`src/rtl/core/ppc_pkg.sv`:
```
`default_nettype none
package ppc_pkg;

  localparam int unsigned SampleW = 16;
  localparam int unsigned ThrW    = 15;
  localparam int unsigned CountW  = 24;
  localparam int unsigned IdxW    = 6;
  localparam int unsigned VecW    = 20;
  localparam logic [ThrW-1:0]   ThrReset = 15'd11626;
  localparam logic [9:0]        MagGain  = 10'd311;
  localparam int unsigned       MagShift = 9;

  typedef enum logic [0:0] {
    REG_THRESHOLD = 1'b0,
    REG_RUN_LEN   = 1'b1
  } reg_addr_e;

  typedef logic signed [SampleW-1:0] trig_t;

  function automatic trig_t cos_lut(input logic [IdxW-1:0] idx);
    trig_t r;
    unique case (idx)
      6'd0: r = -16'sd4613;  6'd1: r = 16'sd32442;  6'd2: r = 16'sd23186;
      6'd3: r = 16'sd23155;  6'd4: r = 16'sd11197;  6'd5: r = 16'sd30796;
      6'd6: r = 16'sd31355;  6'd7: r = 16'sd9520;   6'd8: r = 16'sd3515;
      6'd9: r = 16'sd32579;  6'd10: r = 16'sd28172; 6'd11: r = 16'sd16736;
      6'd12: r = 16'sd18433; 6'd13: r = 16'sd27092; 6'd14: r = 16'sd32733;
      6'd15: r = 16'sd1509;  6'd16: r = -16'sd538;  6'd17: r = 16'sd32764;
      6'd18: r = 16'sd25888; 6'd19: r = 16'sd20088; 6'd20: r = 16'sd14944;
      6'd21: r = 16'sd29162; 6'd22: r = 16'sd32296; 6'd23: r = 16'sd5542;
      6'd24: r = 16'sd7544;  6'd25: r = 16'sd31888; 6'd26: r = 16'sd30037;
      6'd27: r = 16'sd13098; 6'd28: r = 16'sd21662; 6'd29: r = 16'sd24586;
      6'd30: r = 16'sd32666; 6'd31: r = -16'sd2578; 6'd32: r = -16'sd2578;
      6'd33: r = 16'sd32666; 6'd34: r = 16'sd24586; 6'd35: r = 16'sd21662;
      6'd36: r = 16'sd13098; 6'd37: r = 16'sd30037; 6'd38: r = 16'sd31888;
      6'd39: r = 16'sd7544;  6'd40: r = 16'sd5542;  6'd41: r = 16'sd32296;
      6'd42: r = 16'sd29162; 6'd43: r = 16'sd14944; 6'd44: r = 16'sd20088;
      6'd45: r = 16'sd25888; 6'd46: r = 16'sd32764; 6'd47: r = -16'sd538;
      6'd48: r = 16'sd1509;  6'd49: r = 16'sd32733; 6'd50: r = 16'sd27092;
      6'd51: r = 16'sd18433; 6'd52: r = 16'sd16736; 6'd53: r = 16'sd28172;
      6'd54: r = 16'sd32579; 6'd55: r = 16'sd3515;  6'd56: r = 16'sd9520;
      6'd57: r = 16'sd31355; 6'd58: r = 16'sd30796; 6'd59: r = 16'sd11197;
      6'd60: r = 16'sd23155; 6'd61: r = 16'sd23186; 6'd62: r = 16'sd32442;
      default: r = -16'sd4613;
    endcase
    return r;
  endfunction

  function automatic trig_t sin_lut(input logic [IdxW-1:0] idx);
    trig_t r;
    unique case (idx)
      6'd0: r = -16'sd32442; 6'd1: r = -16'sd4613;  6'd2: r = -16'sd23155;
      6'd3: r = 16'sd23186;  6'd4: r = -16'sd30796; 6'd5: r = 16'sd11197;
      6'd6: r = -16'sd9520;  6'd7: r = 16'sd31355;  6'd8: r = -16'sd32579;
      6'd9: r = 16'sd3515;   6'd10: r = -16'sd16736; 6'd11: r = 16'sd28172;
      6'd12: r = -16'sd27092; 6'd13: r = 16'sd18433; 6'd14: r = -16'sd1509;
      6'd15: r = 16'sd32733; 6'd16: r = -16'sd32764; 6'd17: r = -16'sd538;
      6'd18: r = -16'sd20088; 6'd19: r = 16'sd25888; 6'd20: r = -16'sd29162;
      6'd21: r = 16'sd14944; 6'd22: r = -16'sd5542;  6'd23: r = 16'sd32296;
      6'd24: r = -16'sd31888; 6'd25: r = 16'sd7544;  6'd26: r = -16'sd13098;
      6'd27: r = 16'sd30037; 6'd28: r = -16'sd24586; 6'd29: r = 16'sd21662;
      6'd30: r = 16'sd2578;  6'd31: r = 16'sd32666;  6'd32: r = -16'sd32666;
      6'd33: r = -16'sd2578; 6'd34: r = -16'sd21662; 6'd35: r = 16'sd24586;
      6'd36: r = -16'sd30037; 6'd37: r = 16'sd13098; 6'd38: r = -16'sd7544;
      6'd39: r = 16'sd31888; 6'd40: r = -16'sd32296; 6'd41: r = 16'sd5542;
      6'd42: r = -16'sd14944; 6'd43: r = 16'sd29162; 6'd44: r = -16'sd25888;
      6'd45: r = 16'sd20088; 6'd46: r = 16'sd538;    6'd47: r = 16'sd32764;
      6'd48: r = -16'sd32733; 6'd49: r = 16'sd1509;  6'd50: r = -16'sd18433;
      6'd51: r = 16'sd27092; 6'd52: r = -16'sd28172; 6'd53: r = 16'sd16736;
      6'd54: r = -16'sd3515; 6'd55: r = 16'sd32579;  6'd56: r = -16'sd31355;
      6'd57: r = 16'sd9520;  6'd58: r = -16'sd11197; 6'd59: r = 16'sd30796;
      6'd60: r = -16'sd23186; 6'd61: r = 16'sd23155; 6'd62: r = 16'sd4613;
      default: r = 16'sd32442;
    endcase
    return r;
  endfunction

endpackage
`default_nettype wire

```
`src/rtl/core/polar_peak_clip_cordic.sv`:
```
// Channel  | Handshake              | Payload
// in       | in_valid_i/in_ready_o  | sample_real_i, sample_imag_i
// out      | out_valid_o/out_ready_i| pulse_real_o, pulse_imag_o, run_done_o
// config   | APB psel/penable/...   | clip_threshold @0x0, samples_per_run @0x4
//
// One item per cycle sustained while out_ready_i stays high; items pass through the stages
// (fold, five vectoring steps, gain multiply, shift, table/compare, pulse multiply).
// Every stage holds while its successor is full and not draining, so a stall
// propagates back as a plain global enable on a full pipe.
// Reset clears valid bits, the run counter and the registers to their defaults.
`default_nettype none
module polar_peak_clip_cordic
  import ppc_pkg::*;
(
  input  wire logic                clk_i,
  input  wire logic                rst_ni,
  input  wire logic                psel,
  input  wire logic                penable,
  input  wire logic                pwrite,
  input  wire logic [2:0]          paddr,
  input  wire logic [31:0]         pwdata,
  output      logic [31:0]         prdata,
  output      logic                pready,
  input  wire logic                in_valid_i,
  output      logic                in_ready_o,
  input  wire logic signed [15:0]  sample_real_i,
  input  wire logic signed [15:0]  sample_imag_i,
  output      logic                out_valid_o,
  input  wire logic                out_ready_i,
  output      logic signed [15:0]  pulse_real_o,
  output      logic signed [15:0]  pulse_imag_o,
  output      logic                run_done_o
);

  localparam int unsigned NStg = 10;

  logic [ThrW-1:0]   thr_q;
  logic [CountW-1:0] run_len_q, cnt_q;
  reg_addr_e         reg_addr;

  assign pready   = 1'b1;
  assign reg_addr = reg_addr_e'(paddr[2]);

  // Decode register writes and reads
  always_ff @(posedge clk_i or negedge rst_ni) begin
    if (!rst_ni) begin
      thr_q     <= ThrReset;
      run_len_q <= '0;
    end else if (psel && penable && pwrite && paddr[1:0] == 2'b00) begin
      unique case (reg_addr)
        REG_THRESHOLD: thr_q     <= pwdata[ThrW-1:0];
        REG_RUN_LEN:   run_len_q <= pwdata[CountW-1:0];
        default: ;
      endcase
    end
  end

  always_comb begin
    prdata = '0;
    if (paddr[1:0] == 2'b00) begin
      unique case (reg_addr)
        REG_THRESHOLD: prdata = {17'd0, thr_q};
        REG_RUN_LEN:   prdata = {8'd0, run_len_q};
        default:       prdata = '0;
      endcase
    end
  end

  // Pipeline state per stage
  logic [NStg-1:0] vld_q;
  logic [NStg-1:0] en;
  logic signed [VecW-1:0] x_q [1:6];
  logic signed [VecW-1:0] y_q [1:6];
  logic [IdxW-1:0]        idx_q [1:6];
  logic                   sw_q [1:8];
  logic                   ni_q [1:8];
  logic                   nq_q [1:8];
  logic [31:0]            msq_q [1:8];
  logic [ThrW-1:0]        th_q [1:8];
  logic                   dn_q [1:NStg];
  logic [IdxW-1:0]        ix7_q, ix8_q;
  logic signed [30:0]     prod7_q;
  logic signed [VecW-1:0] mag8_q;
  logic signed [15:0]     c9_q, s9_q;
  logic signed [VecW:0]   ex9_q;
  logic                   hit9_q;
  logic signed [15:0]     pr10_q, pi10_q;

  // Stall control: a stage advances when its successor is empty or advancing
  always_comb begin
    en[NStg-1] = !vld_q[NStg-1] || out_ready_i;
    for (int k = NStg - 2; k >= 0; k--) en[k] = !vld_q[k] || en[k+1];
  end

  assign in_ready_o  = en[0];
  assign out_valid_o = vld_q[NStg-1];

  always_ff @(posedge clk_i or negedge rst_ni) begin
    if (!rst_ni) vld_q <= '0;
    else begin
      if (en[0]) vld_q[0] <= in_valid_i;
      for (int k = 1; k < NStg; k++) if (en[k]) vld_q[k] <= vld_q[k-1];
    end
  end

  // Run counter advances on accept; flag rides with the item
  logic [CountW-1:0] cnt_nx;
  logic              last_in;
  assign cnt_nx  = cnt_q + 1'b1;
  assign last_in = (run_len_q != '0) && ({1'b0, cnt_q} + 25'd1 >= {1'b0, run_len_q});
  always_ff @(posedge clk_i or negedge rst_ni) begin
    if (!rst_ni) cnt_q <= '0;
    else if (in_valid_i && in_ready_o) cnt_q <= last_in ? '0 : cnt_nx;
  end

  // Stage 1: fold to first octant and form the exact |z|^2
  logic [16:0] ai, aq;
  assign ai = sample_real_i[15] ? 17'(-$signed({sample_real_i[15], sample_real_i}))
                                : {1'b0, sample_real_i};
  assign aq = sample_imag_i[15] ? 17'(-$signed({sample_imag_i[15], sample_imag_i}))
                                : {1'b0, sample_imag_i};
  always_ff @(posedge clk_i) begin
    if (en[0]) begin
      x_q[1]   <= VecW'(ai) + VecW'(aq);
      y_q[1]   <= (ai <= aq) ? VecW'(ai) - VecW'(aq) : VecW'(aq) - VecW'(ai);
      sw_q[1]  <= (ai <= aq);
      ni_q[1]  <= sample_real_i[15];
      nq_q[1]  <= sample_imag_i[15];
      idx_q[1] <= IdxW'(1);
      th_q[1]  <= thr_q;
      dn_q[1]  <= last_in;
      msq_q[1] <= 32'(sample_real_i * sample_real_i)
                + 32'(sample_imag_i * sample_imag_i);
    end
  end

  // Stages 2..6: one vectoring step each
  for (genvar s = 1; s <= 5; s++) begin : g_vec
    always_ff @(posedge clk_i) begin
      if (en[s]) begin
        if (!y_q[s][VecW-1]) begin
          idx_q[s+1] <= idx_q[s] + IdxW'(1 << s);
          x_q[s+1]   <= x_q[s] + (y_q[s] >>> s);
          y_q[s+1]   <= y_q[s] - (x_q[s] >>> s);
        end else begin
          idx_q[s+1] <= idx_q[s];
          x_q[s+1]   <= x_q[s] - (y_q[s] >>> s);
          y_q[s+1]   <= y_q[s] + (x_q[s] >>> s);
        end
        sw_q[s+1]  <= sw_q[s];
        ni_q[s+1]  <= ni_q[s];
        nq_q[s+1]  <= nq_q[s];
        th_q[s+1]  <= th_q[s];
        dn_q[s+1]  <= dn_q[s];
        msq_q[s+1] <= msq_q[s];
      end
    end
  end

  // Stage 7: gain multiply; stage 8: shift to magnitude
  always_ff @(posedge clk_i) begin
    if (en[6]) begin
      prod7_q   <= 31'(x_q[6] * $signed({1'b0, MagGain}));
      ix7_q     <= idx_q[6];
      sw_q[7] <= sw_q[6]; ni_q[7] <= ni_q[6]; nq_q[7] <= nq_q[6];
      th_q[7] <= th_q[6]; dn_q[7] <= dn_q[6]; msq_q[7] <= msq_q[6];
    end
    if (en[7]) begin
      mag8_q  <= VecW'(prod7_q >>> MagShift);
      ix8_q   <= ix7_q;
      sw_q[8] <= sw_q[7]; ni_q[8] <= ni_q[7]; nq_q[8] <= nq_q[7];
      th_q[8] <= th_q[7]; dn_q[8] <= dn_q[7]; msq_q[8] <= msq_q[7];
    end
  end

  // Stage 9: table pick, octant fix-up, threshold compare
  trig_t c_raw, s_raw, c_sel, s_sel;
  assign c_raw = cos_lut(ix8_q);
  assign s_raw = sin_lut(ix8_q);
  assign c_sel = sw_q[8] ? s_raw : c_raw;
  assign s_sel = sw_q[8] ? c_raw : s_raw;
  always_ff @(posedge clk_i) begin
    if (en[8]) begin
      c9_q   <= ni_q[8] ? -c_sel : c_sel;
      s9_q   <= nq_q[8] ? -s_sel : s_sel;
      ex9_q  <= (VecW+1)'(mag8_q) - $signed({(VecW+1-ThrW)'(0), th_q[8]});
      hit9_q <= msq_q[8] > 32'(th_q[8] * th_q[8]);
      dn_q[9] <= dn_q[8];
    end
  end

  // Stage 10: pulse multiply, keep low 16 bits
  logic signed [36:0] pr_full, pi_full;
  assign pr_full = c9_q * ex9_q;
  assign pi_full = s9_q * ex9_q;
  always_ff @(posedge clk_i) begin
    if (en[9]) begin
      pr10_q   <= hit9_q ? pr_full[15:0] : '0;
      pi10_q   <= hit9_q ? pi_full[15:0] : '0;
      dn_q[10] <= dn_q[9];
    end
  end

  assign pulse_real_o = pr10_q;
  assign pulse_imag_o = pi10_q;
  assign run_done_o   = dn_q[10];

  // Output held while stalled
  a_hold: assert property (@(posedge clk_i) disable iff (!rst_ni)
    out_valid_o && !out_ready_i |=> out_valid_o && $stable(pulse_real_o))
    else $error("output changed under stall");
  // Counter restarts after a flagged item
  a_wrap: assert property (@(posedge clk_i) disable iff (!rst_ni)
    in_valid_i && in_ready_o && last_in |=> cnt_q == '0)
    else $error("run counter did not restart");
  // Ready follows downstream when pipe is full
  a_rdy: assert property (@(posedge clk_i) disable iff (!rst_ni)
    (&vld_q) && !out_ready_i |-> !in_ready_o)
    else $error("accepted into full stalled pipe");
  // Zero pulse when at or below threshold
  a_zero: assert property (@(posedge clk_i) disable iff (!rst_ni)
    en[9] && vld_q[8] && !hit9_q |=> pulse_real_o == '0 && pulse_imag_o == '0)
    else $error("pulse under threshold");

endmodule
`default_nettype wire
```
`config.mk`:
```
export PLATFORM = sky130hd
export DESIGN_NAME = polar_peak_clip_cordic
export DESIGN_NICKNAME = d
export VERILOG_FILES = /design/src/rtl/core/ppc_pkg.sv /design/src/rtl/core/polar_peak_clip_cordic.sv
export SDC_FILE = /design/constraint.sdc
export NUM_CORES = 2
export LEC_CHECK = 0
export CAP_MARGIN = 10
export CORE_MARGIN = 8
export CORE_UTILIZATION = 25
export CTS_CLUSTER_DIAMETER = 120
export DETAILED_ROUTE_END_ITERATION = 6
export DONT_BUFFER_PORTS = 1
export GPL_TIMING_DRIVEN = 1
export PLACE_DENSITY = 0.43
export SYNTH_ARGS = -nofsm -noshare
export SYNTH_HDL_FRONTEND = slang
export SYNTH_SLANG_ARGS = --single-unit
```
`constraint.sdc`:
```
create_clock -name clk_i -period 7.37 [get_ports clk_i]
set_input_delay 1.8425 -clock clk_i [delete_from_list [all_inputs] [get_ports clk_i]]
set_output_delay 1.8425 -clock clk_i [all_outputs]
set_load 0.05 [all_outputs]
```
==> flow_metrics.py <==
metrics = {
    "sta": {
        "setup_ws_ps": -569,
        "max_freq_mhz": 126,
        "whs_ps": 383,
        "finalMaxSlewViolations": 0,
        "hold_viol_final": 0,
        "relSlewSlack": 0.294,
        "finalSetupViolCount": 13,
        "timing.final.crit_share": 1.08,
        "fin_tns_setup_ps": -4600,
        "rsz0062_at_grt": "true",
        "layout_min_cycle_time_ps": 7940,
        "tightest_slew_ps": 1060,
        "skew_ps": 67.9,
    },
    "route": {
        "wire_per_inst_um": 17.1,
        "dr.pass1.iters": 5,
        "num_vias": 52599,
        "drc": 0,
        "drt_iter0_markers": 2450,
        "via_per_inst": 4.32,
        "wl_um": 208000,
        "ant_nets": 0,
    },
    "die": {
        "design.core.area_mm2": 0.317,
        "die_height_um": 579,
        "start_util": 0.250,
        "die_w_um": 579,
        "die-area_mm2": 0.336,
        "rows": 207,
        "io_pins": 142,
    },
    "flow_run": {
        "cap_violations": 0,
    },
    "yosys": {
        "synth_area_mm2": 0.0793,
        "synth.distinct_cells": 100,
        "synthCells": 7488,
        "synth-main-ff-cell": "edfxtp_1",
        "synth-edff-count": 757,
        "synth-seq-cells": 862,
        "yosysWarnings": 0,
        "ys_seq_area_frac": 0.318,
        "synthArstFlopShare": 0.0847,
        "postSynthAreaPerCell_um2": 10.6,
    },
    "setup_path": {
        "max_stage_delay_ps": 570,
        "crit_path_top_delay_cell": "fa_1",
        "crit_path_frequent_cell": "fa_1",
        "crit_arrival_ps": 8510,
        "crit_chain": "and2_4 -> fa_1 -> inv_1 -> fa_2 -> inv_1 -> fa_1 -> fa_1 -> inv_1 -> fa_1 -> fa_1 -> fa_1 -> inv_2 -> fa_1 -> ha_4 -> or3_4 -> o211a_1 -> o41a_1 -> a221o_1 -> a21oi_4 -> a21oi_2 -> o21ai_2 -> a21oi_1 -> a31oi_1",
        "cp.required_ps": 7940,
        "timing.rr.start": "th_q[0][128]$_DFFE_PN_",
        "endpoint_kind": "flop",
        "cp_max_fo": 14,
        "critPathKind": "in -> reg",
        "cp-start-kind": "primary input",
        "worst-path-buf-inv": 4,
        "startpoint": "sample_real_i[10]",
        "path_delay_family": "adder cells",
    },
    "clock_network": {
        "hold_buffers": 0,
        "htree_num_levels": 3,
        "insertion_delay_ps": 750,
        "cts_buffers": 99,
        "cts-root-buf": "clkbuf_16",
        "clk_pin_slew_worst_paths_ps": 60,
        "cts_buffer_depth": 3,
        "cts.sinks": 862,
        "cts_tree": "done",
    },
    "layout": {
        "nNetsFinal": 9603,
        "nFillCells": 33070,
        "final_cell_mix": "inv_1 (1,279), fa_1 (879), edfxtp_1 (757)",
        "finalNonFillerCells": 12162,
        "drive_gt1_frac": 0.119,
        "area_delta_synth_final_pct": 15.9,
        "final_common_cell": "inv_1",
        "design_area_mm2": 0.0919,
    },
    "global_route": {
        "overflow": 0,
        "busiest_layer": "met2",
        "grt.met2_usage": 0.233,
        "grt_max_degree": 88,
        "antenna_found_initial": 12,
        "grt_usage": 0.125,
        "grt_pass1_wl_um": 330000,
        "grt_pass1_vias": 57779,
        "met3_usage": 0.0126,
        "use_met1": 0.151,
    },
    "worst_hold_path": {
        "hp-start": "msq_q[5][8]$_DFFE_PN_",
        "hp-class": "reg -> reg",
    },
    "placed_design": {
        "routabilityCongestion": 0.832,
        "io_buffers": 0,
        "dp_hpwl_um": 171000,
        "dp_cells": 11933,
        "place_area_mm2": 0.0874,
    },
    "status": {
        "violations": "setup timing",
        "run_status": "complete, but fails checks",
    },
}
==> cell type report <==
cell class | count | area [µm²] | share of cell area
timing repair buffer | 494 | 3840 | 0.0418
inverter | 1346 | 5100 | 0.0555
sequential | 862 | 25200 | 0.274
tap | 4180 | 5230 | 0.0569
clock inverter | 59 | 704 | 0.00766
clock buffer | 125 | 2580 | 0.0281
antenna | 10 | 25.0 | 0.000272
multi-input combinational | 5086 | 49200 | 0.535
==> synth_stat cells (9+ instances only) <==
cell / count / area share
dfrtp_1: 65 / 0.021
and2_1: 271 / 0.021
clkinv_1: 13 / 0.00062
xor2_1: 178 / 0.020
a21boi_0: 10 / 0.00095
o41ai_1: 19 / 0.0021
or4_1: 16 / 0.0015
o211ai_1: 15 / 0.0014
nor3_1: 100 / 0.0063
mux2_2: 28 / 0.0040
a21o_1: 75 / 0.0071
a31oi_1: 26 / 0.0021
or3_1: 33 / 0.0026
ha_1: 739 / 0.12
nand2b_1: 67 / 0.0053
a22o_1: 26 / 0.0029
dfxtp_1: 32 / 0.0081
nor3b_1: 13 / 0.0012
inv_1: 1328 / 0.063
o22ai_1: 10 / 0.00079
and3_1: 37 / 0.0029
buf_2: 14 / 0.00088
buf_1: 13 / 0.00062
nand2_1: 556 / 0.026
fa_1: 901 / 0.23
nand3_1: 75 / 0.0047
buf_4: 9 / 0.00085
o31a_1: 11 / 0.0012
o21a_1: 66 / 0.0062
nor2_1: 421 / 0.020
mux2i_1: 65 / 0.0082
o21bai_1: 38 / 0.0036
clkbuf_1: 170 / 0.0080
nand3b_1: 11 / 0.0010
edfxtp_1: 757 / 0.29
nor2b_1: 74 / 0.0058
xnor2_1: 388 / 0.043
or2_2: 15 / 0.0012
a211o_1: 12 / 0.0013
nor4_1: 30 / 0.0024
a21oi_1: 293 / 0.018
nand4_1: 23 / 0.0018
a211oi_1: 25 / 0.0024
o21ai_0: 240 / 0.015
o31ai_1: 38 / 0.0036
==> routing by layer <==
metal  up-vias  routed length [µm]  part of all wire
met5         -                   0                 0
met3       246                5560             0.027
li1      25286                   -                 -
met1     26354               88200              0.42
met4         0                6560             0.031
met2       713              108000              0.52
==> worst paths after layout <==
kind,end,slack (ps),depth (start not counted)
hold reg to reg,msq_q[6][8]$_DFFE_PN_,380,0
max in group asynchronous,thr_q[3]$_DFFE_PN1P_,6310,0
min in group asynchronous,run_len_q[15]$_DFFE_PN0P_,800,0
hold / removal,msq_q[6][8]$_DFFE_PN_,380,0
setup reg to reg,hit9_q$_DFFE_PP_,-520,34
setup / recovery,msq_q[1][31]$_DFFE_PN_,-570,23
==> sequential cells by signal, indices dropped and copies added, names as in the netlist, 15 cells and up <==
signal        flops
th_q            120
s9_q             16
pulse_real_o     16
c_raw            16
y_q              93
prod7_q          16
idx_q            15
thr_q            15
s_raw            16
pulse_imag_o     16
run_len_q        24
cnt_q            24
x_q             117
mag8_q           16
msq_q           255
ex9_q            16
c9_q             16
==> cells by family (layout without fill, tap and decap cells) <==
group | Yosys count | in the layout | synth area share
AOI/OAI and AO/OA | 992 | 992 | 0.0800
xor gates and xnor gates | 566 | 566 | 0.0625
adders and majority gates | 1640 | 1640 | 0.344
buffers and inverters | 1554 | 2024 | 0.0744
DFF | 862 | 862 | 0.318
muxes | 94 | 94 | 0.0124
other | 2 | 26 | 0.0000947
and+or+nand+nor | 1778 | 1778 | 0.109
==> per-stage QoR <==
step | utilization | setup WS, ps
finish | 0.290 | -569
global route | 0.290 | -788
CTS | 0.288 | -525
detailed placement | 0.276 | -1440
global placement | 0.276 | -1440
floorplan | - | -1120
==> what timing repair did <==
action / in CTS / in global routing
setup buffers: 26 / 13
pin swaps: 102 / 109
endpoints found under the setup margin: 14 / 16
resized for setup: 118 / 117
Power is left out: the tool's default activity adds up to more than one toggle a clock period on the data nets, which glitch-free logic cannot reach.
